<file path="src/hw/rtl/ort_pkg.sv">
// shared types and codes of the outstanding request tracker
// no dependencies
`timescale 1ns / 1ps
package ort_pkg;

  localparam logic [1:0] ACT_SEND  = 2'd0;
  localparam logic [1:0] ACT_MSG   = 2'd1;
  localparam logic [1:0] ACT_TICK  = 2'd2;
  localparam logic [1:0] ACT_CLOSE = 2'd3;

  localparam logic [2:0] KIND_SENT    = 3'd0;
  localparam logic [2:0] KIND_REPLY   = 3'd1;
  localparam logic [2:0] KIND_FAILED  = 3'd2;
  localparam logic [2:0] KIND_FWD     = 3'd3;
  localparam logic [2:0] KIND_CLOSED  = 3'd4;

  localparam logic [2:0] RSN_NONE    = 3'd0;
  localparam logic [2:0] RSN_REFUSED = 3'd1;
  localparam logic [2:0] RSN_TIMEOUT = 3'd2;
  localparam logic [2:0] RSN_CLOSED  = 3'd3;
  localparam logic [2:0] RSN_FULL    = 3'd4;

  localparam logic [1:0] REG_MIN_TIMEOUT = 2'd0;
  localparam logic [1:0] REG_FORWARD     = 2'd1;
  localparam logic [1:0] REG_CLOSE_NTFY  = 2'd2;

  localparam logic [7:0] MSG_REPLY_MASK = 8'h01;

  // classified request handed from front to back
  typedef struct packed {
    logic [1:0]  action;
    logic [31:0] deadline;
    logic        send_ok;
    logic        is_reply;
    logic        fwd;
    logic        notify;
    logic [15:0] id;
  } cmd_t;

  // one result
  typedef struct packed {
    logic [2:0]  kind;
    logic [2:0]  reason;
    logic [15:0] id;
    logic        last;
  } res_t;

endpackage

</file>
<file path="src/hw/rtl/ort_front.sv">
// front end: accepts requests, applies config, issues ids and deadlines
// depends on ort_pkg
`timescale 1ns / 1ps
module ort_front (
  input  logic              clk,
  input  logic              rst_n,
  input  logic              push,
  output logic              full,
  input  logic [1:0]        action,
  input  logic [15:0]       timeout_ms,
  input  logic              send_ok,
  input  logic [7:0]        msg_type,
  input  logic [15:0]       msg_id,
  input  logic              cfg_we,
  input  logic [1:0]        cfg_idx,
  input  logic [15:0]       cfg_data,
  output logic              cmd_valid,
  input  logic              cmd_ready,
  output ort_pkg::cmd_t     cmd
);
  import ort_pkg::*;

  logic [15:0] min_tmo_r;
  logic        fwd_r, ntfy_r, closed_r;
  logic [15:0] id_r;
  logic [31:0] now_r;
  logic        cmd_valid_r;
  cmd_t        cmd_r, cmd_nxt;
  logic [15:0] tmo;
  logic        acc;

  assign full      = cmd_valid_r && !cmd_ready;
  assign acc       = push && !full;
  assign cmd_valid = cmd_valid_r;
  assign cmd       = cmd_r;
  assign tmo       = (timeout_ms < min_tmo_r) ? min_tmo_r : timeout_ms;

  // classify the request, a tick carries the advanced clock as its deadline
  always_comb begin
    cmd_nxt          = '0;
    cmd_nxt.action   = action;
    cmd_nxt.send_ok  = send_ok;
    cmd_nxt.is_reply = |(msg_type & MSG_REPLY_MASK);
    cmd_nxt.fwd      = fwd_r;
    cmd_nxt.notify   = ntfy_r && !closed_r;
    cmd_nxt.deadline = now_r + ((action == ACT_TICK) ? 32'd1 : {16'd0, tmo});
    cmd_nxt.id       = (action == ACT_SEND) ? id_r + 16'd1 : msg_id;
  end

  // config, id counter, clock and one-entry queue
  always_ff @(posedge clk) begin
    if (!rst_n) begin
      min_tmo_r   <= '0;
      fwd_r       <= 1'b0;
      ntfy_r      <= 1'b0;
      closed_r    <= 1'b0;
      id_r        <= '0;
      now_r       <= '0;
      cmd_valid_r <= 1'b0;
    end else begin
      if (cfg_we) begin
        case (cfg_idx)
          REG_MIN_TIMEOUT: min_tmo_r <= cfg_data;
          REG_FORWARD:     fwd_r     <= cfg_data[0];
          REG_CLOSE_NTFY:  ntfy_r    <= cfg_data[0];
          default: ;
        endcase
      end
      cmd_valid_r <= acc || (cmd_valid_r && !cmd_ready);
      if (acc) begin
        cmd_r <= cmd_nxt;
        if (action == ACT_SEND) id_r <= id_r + 16'd1;
        if (action == ACT_TICK) now_r <= now_r + 32'd1;
        if (action == ACT_CLOSE && ntfy_r) closed_r <= 1'b1;
      end
    end
  end
endmodule

</file>
<file path="src/hw/rtl/ort_back.sv">
// back end: sorted pending table as a shift register, scanned one entry a cycle
// while the result slot is free; depends on ort_pkg
`timescale 1ns / 1ps
module ort_back #(
  parameter int DEPTH = 16
) (
  input  logic          clk,
  input  logic          rst_n,
  input  logic          cmd_valid,
  output logic          cmd_ready,
  input  ort_pkg::cmd_t cmd,
  output logic          res_valid,
  input  logic          res_ready,
  output ort_pkg::res_t res
);
  import ort_pkg::*;
  localparam int IW = $clog2(DEPTH);
  localparam int CW = $clog2(DEPTH + 1);

  typedef enum logic [1:0] {
    S_IDLE = 2'b01, S_SCAN = 2'b10
  } state_t;

  state_t            st_r, st_nxt;
  cmd_t              c_r;
  logic [15:0]       eid_r [DEPTH];
  logic [31:0]       edl_r [DEPTH];
  logic [CW-1:0]     n_r, n_nxt;
  logic [CW-1:0]     i_r, i_nxt;
  logic              res_valid_r;
  res_t              res_r, res_nxt;
  logic [IW-1:0]     ix;
  logic [31:0]       diff, exp_d, exp_1;
  logic              later, hit, more, slot_free;
  logic              emit, ins_en, del_en, clr_ntfy;

  assign ix        = i_r[IW-1:0];
  assign cmd_ready = (st_r == S_IDLE);
  assign res_valid = res_valid_r;
  assign res       = res_r;
  assign slot_free = !res_valid_r || res_ready;
  assign diff      = edl_r[ix] - c_r.deadline;
  assign later     = (diff != 32'd0) && !diff[31];
  assign exp_d     = c_r.deadline - edl_r[0];
  assign exp_1     = c_r.deadline - edl_r[1];
  assign more      = (n_r > CW'(1)) && !exp_1[31];
  assign hit       = eid_r[ix] == c_r.id;

  // sequencer: scan positions, decide table update and result
  always_comb begin
    st_nxt   = st_r;
    i_nxt    = i_r;
    n_nxt    = n_r;
    emit     = 1'b0;
    res_nxt  = '0;
    ins_en   = 1'b0;
    del_en   = 1'b0;
    clr_ntfy = 1'b0;
    case (st_r)
      S_IDLE: begin
        i_nxt = '0;
        if (cmd_valid) st_nxt = S_SCAN;
      end
      S_SCAN: begin
        if (slot_free) begin
          case (c_r.action)
            ACT_SEND: begin
              if (!c_r.send_ok || n_r == CW'(DEPTH)) begin
                emit    = 1'b1;
                res_nxt = '{KIND_FAILED, c_r.send_ok ? RSN_FULL : RSN_REFUSED, c_r.id, 1'b1};
                st_nxt  = S_IDLE;
              end else if (i_r == n_r || later) begin
                // insert at i_r by shifting the tail up
                ins_en  = 1'b1;
                n_nxt   = n_r + CW'(1);
                emit    = 1'b1;
                res_nxt = '{KIND_SENT, RSN_NONE, c_r.id, 1'b1};
                st_nxt  = S_IDLE;
              end else i_nxt = i_r + CW'(1);
            end
            ACT_MSG: begin
              if (!c_r.is_reply) begin
                if (c_r.fwd) begin
                  emit    = 1'b1;
                  res_nxt = '{KIND_FWD, RSN_NONE, c_r.id, 1'b1};
                end
                st_nxt = S_IDLE;
              end else if (i_r == n_r) st_nxt = S_IDLE;
              else if (hit) begin
                emit    = 1'b1;
                res_nxt = '{KIND_REPLY, RSN_NONE, c_r.id, 1'b1};
                del_en  = 1'b1;
                n_nxt   = n_r - CW'(1);
                st_nxt  = S_IDLE;
              end else i_nxt = i_r + CW'(1);
            end
            ACT_TICK: begin
              // head expires; last is set when the next head does not
              if (n_r != '0 && !exp_d[31]) begin
                emit    = 1'b1;
                res_nxt = '{KIND_FAILED, RSN_TIMEOUT, eid_r[0], !more};
                del_en  = 1'b1;
                n_nxt   = n_r - CW'(1);
                st_nxt  = more ? S_SCAN : S_IDLE;
              end else st_nxt = S_IDLE;
            end
            ACT_CLOSE: begin
              if (c_r.notify) begin
                emit     = 1'b1;
                res_nxt  = '{KIND_CLOSED, RSN_NONE, 16'd0, n_r == '0};
                clr_ntfy = 1'b1;
              end else if (i_r == n_r) begin
                n_nxt  = '0;
                st_nxt = S_IDLE;
              end else begin
                emit    = 1'b1;
                res_nxt = '{KIND_FAILED, RSN_CLOSED, eid_r[ix], (i_r + CW'(1)) == n_r};
                i_nxt   = i_r + CW'(1);
              end
            end
            default: st_nxt = S_IDLE;
          endcase
        end
      end
      default: st_nxt = S_IDLE;
    endcase
  end

  // state, result register and table shifts
  always_ff @(posedge clk) begin
    if (!rst_n) begin
      st_r        <= S_IDLE;
      n_r         <= '0;
      i_r         <= '0;
      res_valid_r <= 1'b0;
    end else begin
      st_r        <= st_nxt;
      n_r         <= n_nxt;
      i_r         <= i_nxt;
      res_valid_r <= emit || (res_valid_r && !res_ready);
      if (emit) res_r <= res_nxt;
      if (st_r == S_IDLE && cmd_valid) c_r <= cmd;
      else if (clr_ntfy) c_r.notify <= 1'b0;
      if (ins_en) begin
        for (int k = 1; k < DEPTH; k++)
          if (CW'(k) > i_r && CW'(k) <= n_r) begin
            eid_r[k] <= eid_r[k-1];
            edl_r[k] <= edl_r[k-1];
          end
        eid_r[ix] <= c_r.id;
        edl_r[ix] <= c_r.deadline;
      end else if (del_en) begin
        for (int k = 0; k < DEPTH - 1; k++)
          if (CW'(k) >= i_r) begin
            eid_r[k] <= eid_r[k+1];
            edl_r[k] <= edl_r[k+1];
          end
      end
    end
  end
endmodule

</file>
<file path="src/hw/rtl/ort_outq.sv">
// result output register: one result waits on the result ports until popped
// depends on ort_pkg
`timescale 1ns / 1ps
module ort_outq (
  input  logic          clk,
  input  logic          rst_n,
  input  logic          in_valid,
  output logic          in_ready,
  input  ort_pkg::res_t in_res,
  output logic          empty,
  input  logic          pop,
  output ort_pkg::res_t out_res
);
  import ort_pkg::*;
  logic out_v_r;
  res_t out_r;

  assign in_ready = !out_v_r || pop;
  assign empty    = !out_v_r;
  assign out_res  = out_r;

  // load when free or popped in the same cycle
  always_ff @(posedge clk) begin
    if (!rst_n) begin
      out_v_r <= 1'b0;
    end else begin
      out_v_r <= (in_valid && in_ready) || (out_v_r && !pop);
      if (in_valid && in_ready) out_r <= in_res;
    end
  end
endmodule

</file>
<file path="src/hw/rtl/outstanding_request_tracker_unit.sv">
// Outstanding request tracker. Input queue port (push/full) takes one
// request per item: send, incoming message, one millisecond tick or close.
// Results leave through a queue port (empty/pop); each result carries
// kind, fail_reason, result_id and last, set on the final result of a request.
// Configuration: cfg_valid/cfg_ready with cfg_index and cfg_wdata, to be
// written only while idle: the user is bound, the block does not enforce it.
// An accepted send is scanned to its insert point before its result is given,
// a matched reply likewise up to its position; an unmatched reply holds the
// back end through its scan with no result. A tick or close gives its
// results one after another, one more each cycle while results are popped.
// Only one request is worked at a time in the back end; the front end may
// take the next one meanwhile. Reset empties the table, zeroes the clock
// and id counter and clears config. When the receiver stops popping, the
// result register stays full and the back end holds its scan.
// depends on ort_pkg, ort_front, ort_back, ort_outq
`timescale 1ns / 1ps
module outstanding_request_tracker_unit #(
  parameter int TABLE_DEPTH = 16
) (
  input  logic        clk,
  input  logic        rst_n,
  input  logic        push,
  output logic        full,
  input  logic [1:0]  in_action,
  input  logic [15:0] in_timeout_ms,
  input  logic        in_send_ok,
  input  logic [7:0]  in_msg_type,
  input  logic [15:0] in_msg_id,
  output logic        empty,
  input  logic        pop,
  output logic [2:0]  out_kind,
  output logic [2:0]  out_fail_reason,
  output logic [15:0] out_result_id,
  output logic        out_last,
  input  logic        cfg_valid,
  output logic        cfg_ready,
  input  logic [1:0]  cfg_index,
  input  logic [15:0] cfg_wdata
);
  import ort_pkg::*;
  logic cmd_valid, cmd_ready, res_valid, res_ready;
  cmd_t cmd;
  res_t res, ores;

  assign cfg_ready = 1'b1;

  ort_front u_front (
    .clk, .rst_n, .push, .full,
    .action(in_action), .timeout_ms(in_timeout_ms), .send_ok(in_send_ok),
    .msg_type(in_msg_type), .msg_id(in_msg_id),
    .cfg_we(cfg_valid), .cfg_idx(cfg_index), .cfg_data(cfg_wdata),
    .cmd_valid, .cmd_ready, .cmd
  );

  ort_back #(.DEPTH(TABLE_DEPTH)) u_back (
    .clk, .rst_n, .cmd_valid, .cmd_ready, .cmd,
    .res_valid, .res_ready, .res
  );

  ort_outq u_outq (
    .clk, .rst_n, .in_valid(res_valid), .in_ready(res_ready), .in_res(res),
    .empty, .pop, .out_res(ores)
  );

  assign out_kind        = ores.kind;
  assign out_fail_reason = ores.reason;
  assign out_result_id   = ores.id;
  assign out_last        = ores.last;
endmodule

</file>
<file path="config.mk">
export PLATFORM = sky130hd
export DESIGN_NAME = outstanding_request_tracker_unit
export DESIGN_NICKNAME = d
export VERILOG_FILES = /design/src/hw/rtl/ort_pkg.sv /design/src/hw/rtl/ort_front.sv /design/src/hw/rtl/ort_back.sv /design/src/hw/rtl/ort_outq.sv /design/src/hw/rtl/outstanding_request_tracker_unit.sv
export SDC_FILE = /design/constraint.sdc
export NUM_CORES = 2
export LEC_CHECK = 0
export BUFFER_PORTS_ARGS = -buffer_cell sky130_fd_sc_hd__buf_2
export CAP_MARGIN = 20
export CORE_MARGIN = 4
export CORE_UTILIZATION = 45
export DETAILED_ROUTE_END_ITERATION = 8
export PLACE_DENSITY = 0.6
export SYNTH_ARGS = -nofsm -noshare
export SYNTH_HDL_FRONTEND = slang
export SYNTH_SLANG_ARGS = --single-unit
</file>
<file path="constraint.sdc">
create_clock -name clk -period 13.7 [get_ports clk]
set_input_delay 4.11 -clock clk [delete_from_list [all_inputs] [get_ports clk]]
set_output_delay 4.11 -clock clk [all_outputs]
set_load 0.02 [all_outputs]
</file>
==> summary.md <==
| Metric | Value |
|---|---|
| Outcome | complete, no violations |
| CP max stage delay | 0.94 ns |
| WHS | 0.4080 ns |
| Dpl hpwl | 124,400 um |
| Starting utilization of the core area | 0.4525 |
| Post-synthesis cell area | just over 60,000 um^2 |
| Total routing usage reported by global routing | 0.2916 |
| Clock transition at path regs | about 0.060 ns |
| Maximum number of pins on one net before global-route repair | 114 |
| Crit path capture type | flip-flop |
| Fin. max-slew vios | 0 |
| Utilization after layout | 0.4943 |
| Synth Flop Type | edfxtp_1 |
| Syn nets | ~5,900 |
| Max Fclk | 109.9 MHz |
| Average size of a mapped cell | ~11 um^2 |
| Worst skew pair latency | 0.76 ns |
| Flop and latch count out of synthesis | roughly 1,000 |
| Critical-path maximum fanout | 77 |
| Synth top area cells | edfxtp_1, mux2i_1, mux4_2, a21oi_1, nor2_1 |
| Via count | between 40,000 and 50,000 |
| Total number of H-tree levels | 3 |
| Leakage | ~0.024 uW |
| Max VDD drop | 98.40 uV |
| Critical path class | flip-flop to flip-flop |
| Class of the tightest hold or removal check | flip-flop to flip-flop |
| Post-layout nets | 5,696 |
| Transition at the pin with the smallest max-transition slack | 1.259 ns |
| Switching portion of total power | 0.2520 |
| Site Rows | 135 |
| Sequential group share of total power | 0.485 |
| Crit path launch type | flip-flop |
| Number of enable flip-flop cells after synthesis | 922 |
| First-pass GRT wire length | 308,200 um |
| ANT nets after route | 0 |
| Max-capacitance violation count | 0 |
| Final setup viols | 0 |
| Final wirelength | 211,900 um |
| Worst-path cell chain | buf_12 -> mux4_2 -> mux4_2 -> ha_1 -> a21oi_1 -> o21ai_0 -> a21boi_0 -> nor2_1 -> a21oi_1 -> mux2i_1 -> nand4_1 -> a2111oi_2 -> a31o_4 -> buf_4 -> nor2_4 -> nand3_4 -> buf_4 -> mux2_2 |
| Worst-case setup margin in the final layout | 4.597 ns |
| Post-route standard cell area excluding fillers | about 67,000 um^2 |
| Required time of the critical path | 14.20 ns |
| Data arrival time of the critical path | approximately 9.6 ns |
| Area share of the largest cell type after synthesis | 0.4522 |
| Drt wl/cell | 28.75 um |
| Final hold violation count | 0 |
| Clk_skew | 0.03800 ns |
| Last weighted congestion value of the routability-driven placer | 0.9556 |
| Area added between synthesis and finish | 9.231% |
| Top cell type by total area after synthesis | edfxtp_1 |
| Number of global-route vias before repair | 45,634 |
| DR DRC count | 0 |
| RSZ-0062 raised after global routing | false |
| Cell variety after synth | 87 |
| Initial antenna violation count | 6 |
| Library cell contributing the largest single delay on the critical path | dfxtp_4 |
| Width of the die | 376.9 um |
| Final period utilization | 0.6644 |
| Full die area | 142,000 um^2 |
| Fraction of final layout cells sized beyond drive strength 1 | 0.1323 |
| Number of setup buffers added after CTS | 0 |
| DP Worst Slack | 4.040 ns |
| Worst slew margin | 0.1605 |
| Most frequent cell after synthesis | edfxtp_1 |
| Num CTS Buffers | 115 |
| Total placed instance area | around 63,000 um^2 |
| Clock Tree Root | clkbuf_16 |
| Clock tree from TritonCTS | yes |
| Port Buffer Count | 83 |
| TNS Setup | 0 ns |
| Net load switching power | between 1500 and 2000 uW |
| Relative contribution of combinational cells to total power | 0.076 |
| Number of standard cells after synthesis | 5,660 |
| Number of instances resized during post-cts repair | 0 |
| Share of the yosys chip area belonging to registers | 0.4803 |
| Core area | roughly 140,000 um^2 |
| DR pass1 iterations | 5 |
| Total number of yosys warnings | 0 |
| Number of design-rule violations left by the first detailed-router iteration | 6,719 |
| Die Span Y | 376.9 um |
| Ys async rst share | 0 |
| Cts hold-fix bufs | 0 |
| Maximum root-to-sink buffer count | 3 |
| Overall overflow remaining after global route | 0 |
| Pwr Density | 106.0 nW/um^2 |
| Vias per inst | 6.503 |
| TritonCTS Sinks | between 1,000 and 1,500 |
| Filler cell count | between 10,000 and 15,000 |
| Clock network power share | 0.439 |
| I/O pin count | between 90 and 100 |
| Design internal power | 5303 uW |
| List of most frequent post-synthesis cells | edfxtp_1, nor2_1, a21oi_1 |
| Final period demand of the worst path | 9.103 ns |
critical path: cells and delay by family, from the launching register on:
family,cells,cell delay [ns]
multiplexers,4,1.84
buffers and inverters,3,1.97
flip-flops,1,0.94
adder cells (fa/ha/maj),1,0.44
AO/OA/AOI/OAI,6,2.58
AND/OR/NAND/NOR,4,0.78
placed cells by master, fill, tap and decap left out, types with 123 or more instances in the layout:
cell type / Yosys / final
a21oi_1: 793 / 790
a31oi_1: 238 / 237
buf_4: 20 / 123
edfxtp_1: 922 / 922
ha_1: 139 / 139
inv_1: 247 / 247
mux2i_1: 601 / 601
mux4_2: 220 / 220
nand2_1: 166 / 164
nor2_1: 808 / 800
layout make-up:
cell class	count	area, um^2	share of cell area
flip-flops and latches	1008	29420	0.4399
multi-input cells	3905	29120	0.4354
clock buffers	159	3268	0.04887
well taps	1781	2228	0.03332
repair buffers	209	1399	0.02092
inverters	250	939.7	0.01405
clock inverters	55	491.7	0.007353
diodes	3	7.507	0.0001123
metal layers:
layer	vias to the layer above	track usage	part of all wire
li1	20877	-	-
met5	-	0	0.00011
met3	526	0.06209	0.12
met2	3107	0.4552	0.45
met1	23415	0.4053	0.40
met4	4	0.09917	0.036
sequential cells by signal, indices dropped and copies added, names as in the netlist, 2 cells and up, named ones only:
register and count:
u_back.eid_r 256, u_front.id_r 16, u_back.n_r 5, u_front.min_tmo_r 16, u_back.c_r 54, u_front.now_r 32, u_front.cmd 54, u_outq.out_res 23
u_back.st_r 2, u_back.edl_r 512, u_back.res 23, u_back.i_r 5
through the flow:
stage,cells,power (uW)
final,7370,7090
after global placement,7151,4020
after global routing,7367,7285
after floorplan,5660,3813
after detailed placement,7151,4025
after CTS,7365,7102
cell families (layout without fill, tap and decap cells):
group | count (synthesis) | count (layout) | synth area share
AO/OA/AOI/OAI | 1402 | 1402 | 0.1337
XOR/XNOR | 136 | 136 | 0.01946
adder cells (fa/ha/maj) | 141 | 141 | 0.02906
buffers and inverters | 747 | 673 | 0.05013
flip-flops | 1008 | 1008 | 0.4803
multiplexers | 890 | 890 | 0.1921
other | 1 | 4 | 0.00006125
AND/OR/NAND/NOR | 1335 | 1335 | 0.09520
power by group through the flow:
| stage | combinational, uW | sequential [uW] | clock (uW) |
|---|---|---|---|
| 6_report | 541 | 3440 | 3110 |
| 2_1_floorplan | 367 | 3450 | 0 |
| 4_1_cts | 527 | 3440 | 3140 |
| 5_1_grt | 574 | 3440 | 3270 |
| 3_5_place_dp | 525 | 3500 | 0 |
| 3_3_place_gp | 519 | 3500 | 0 |
path summary, 6_finish.rpt:
check	cells past startpoint	start	end	slack (ns)
setup / recovery	18	flip-flop	u_back.edl_r[15][16]$_DFFE_PP_	4.60
setup reg to reg	18	flip-flop	u_back.edl_r[15][16]$_DFFE_PP_	4.60
hold / removal	0	u_front.cmd[0]$_DFFE_PP_	u_back.c_r[0]$_DFFE_PP_	0.41
hold reg to reg	0	u_front.cmd[0]$_DFFE_PP_	u_back.c_r[0]$_DFFE_PP_	0.41
Note: power is estimated with default switching activity, not from simulation.
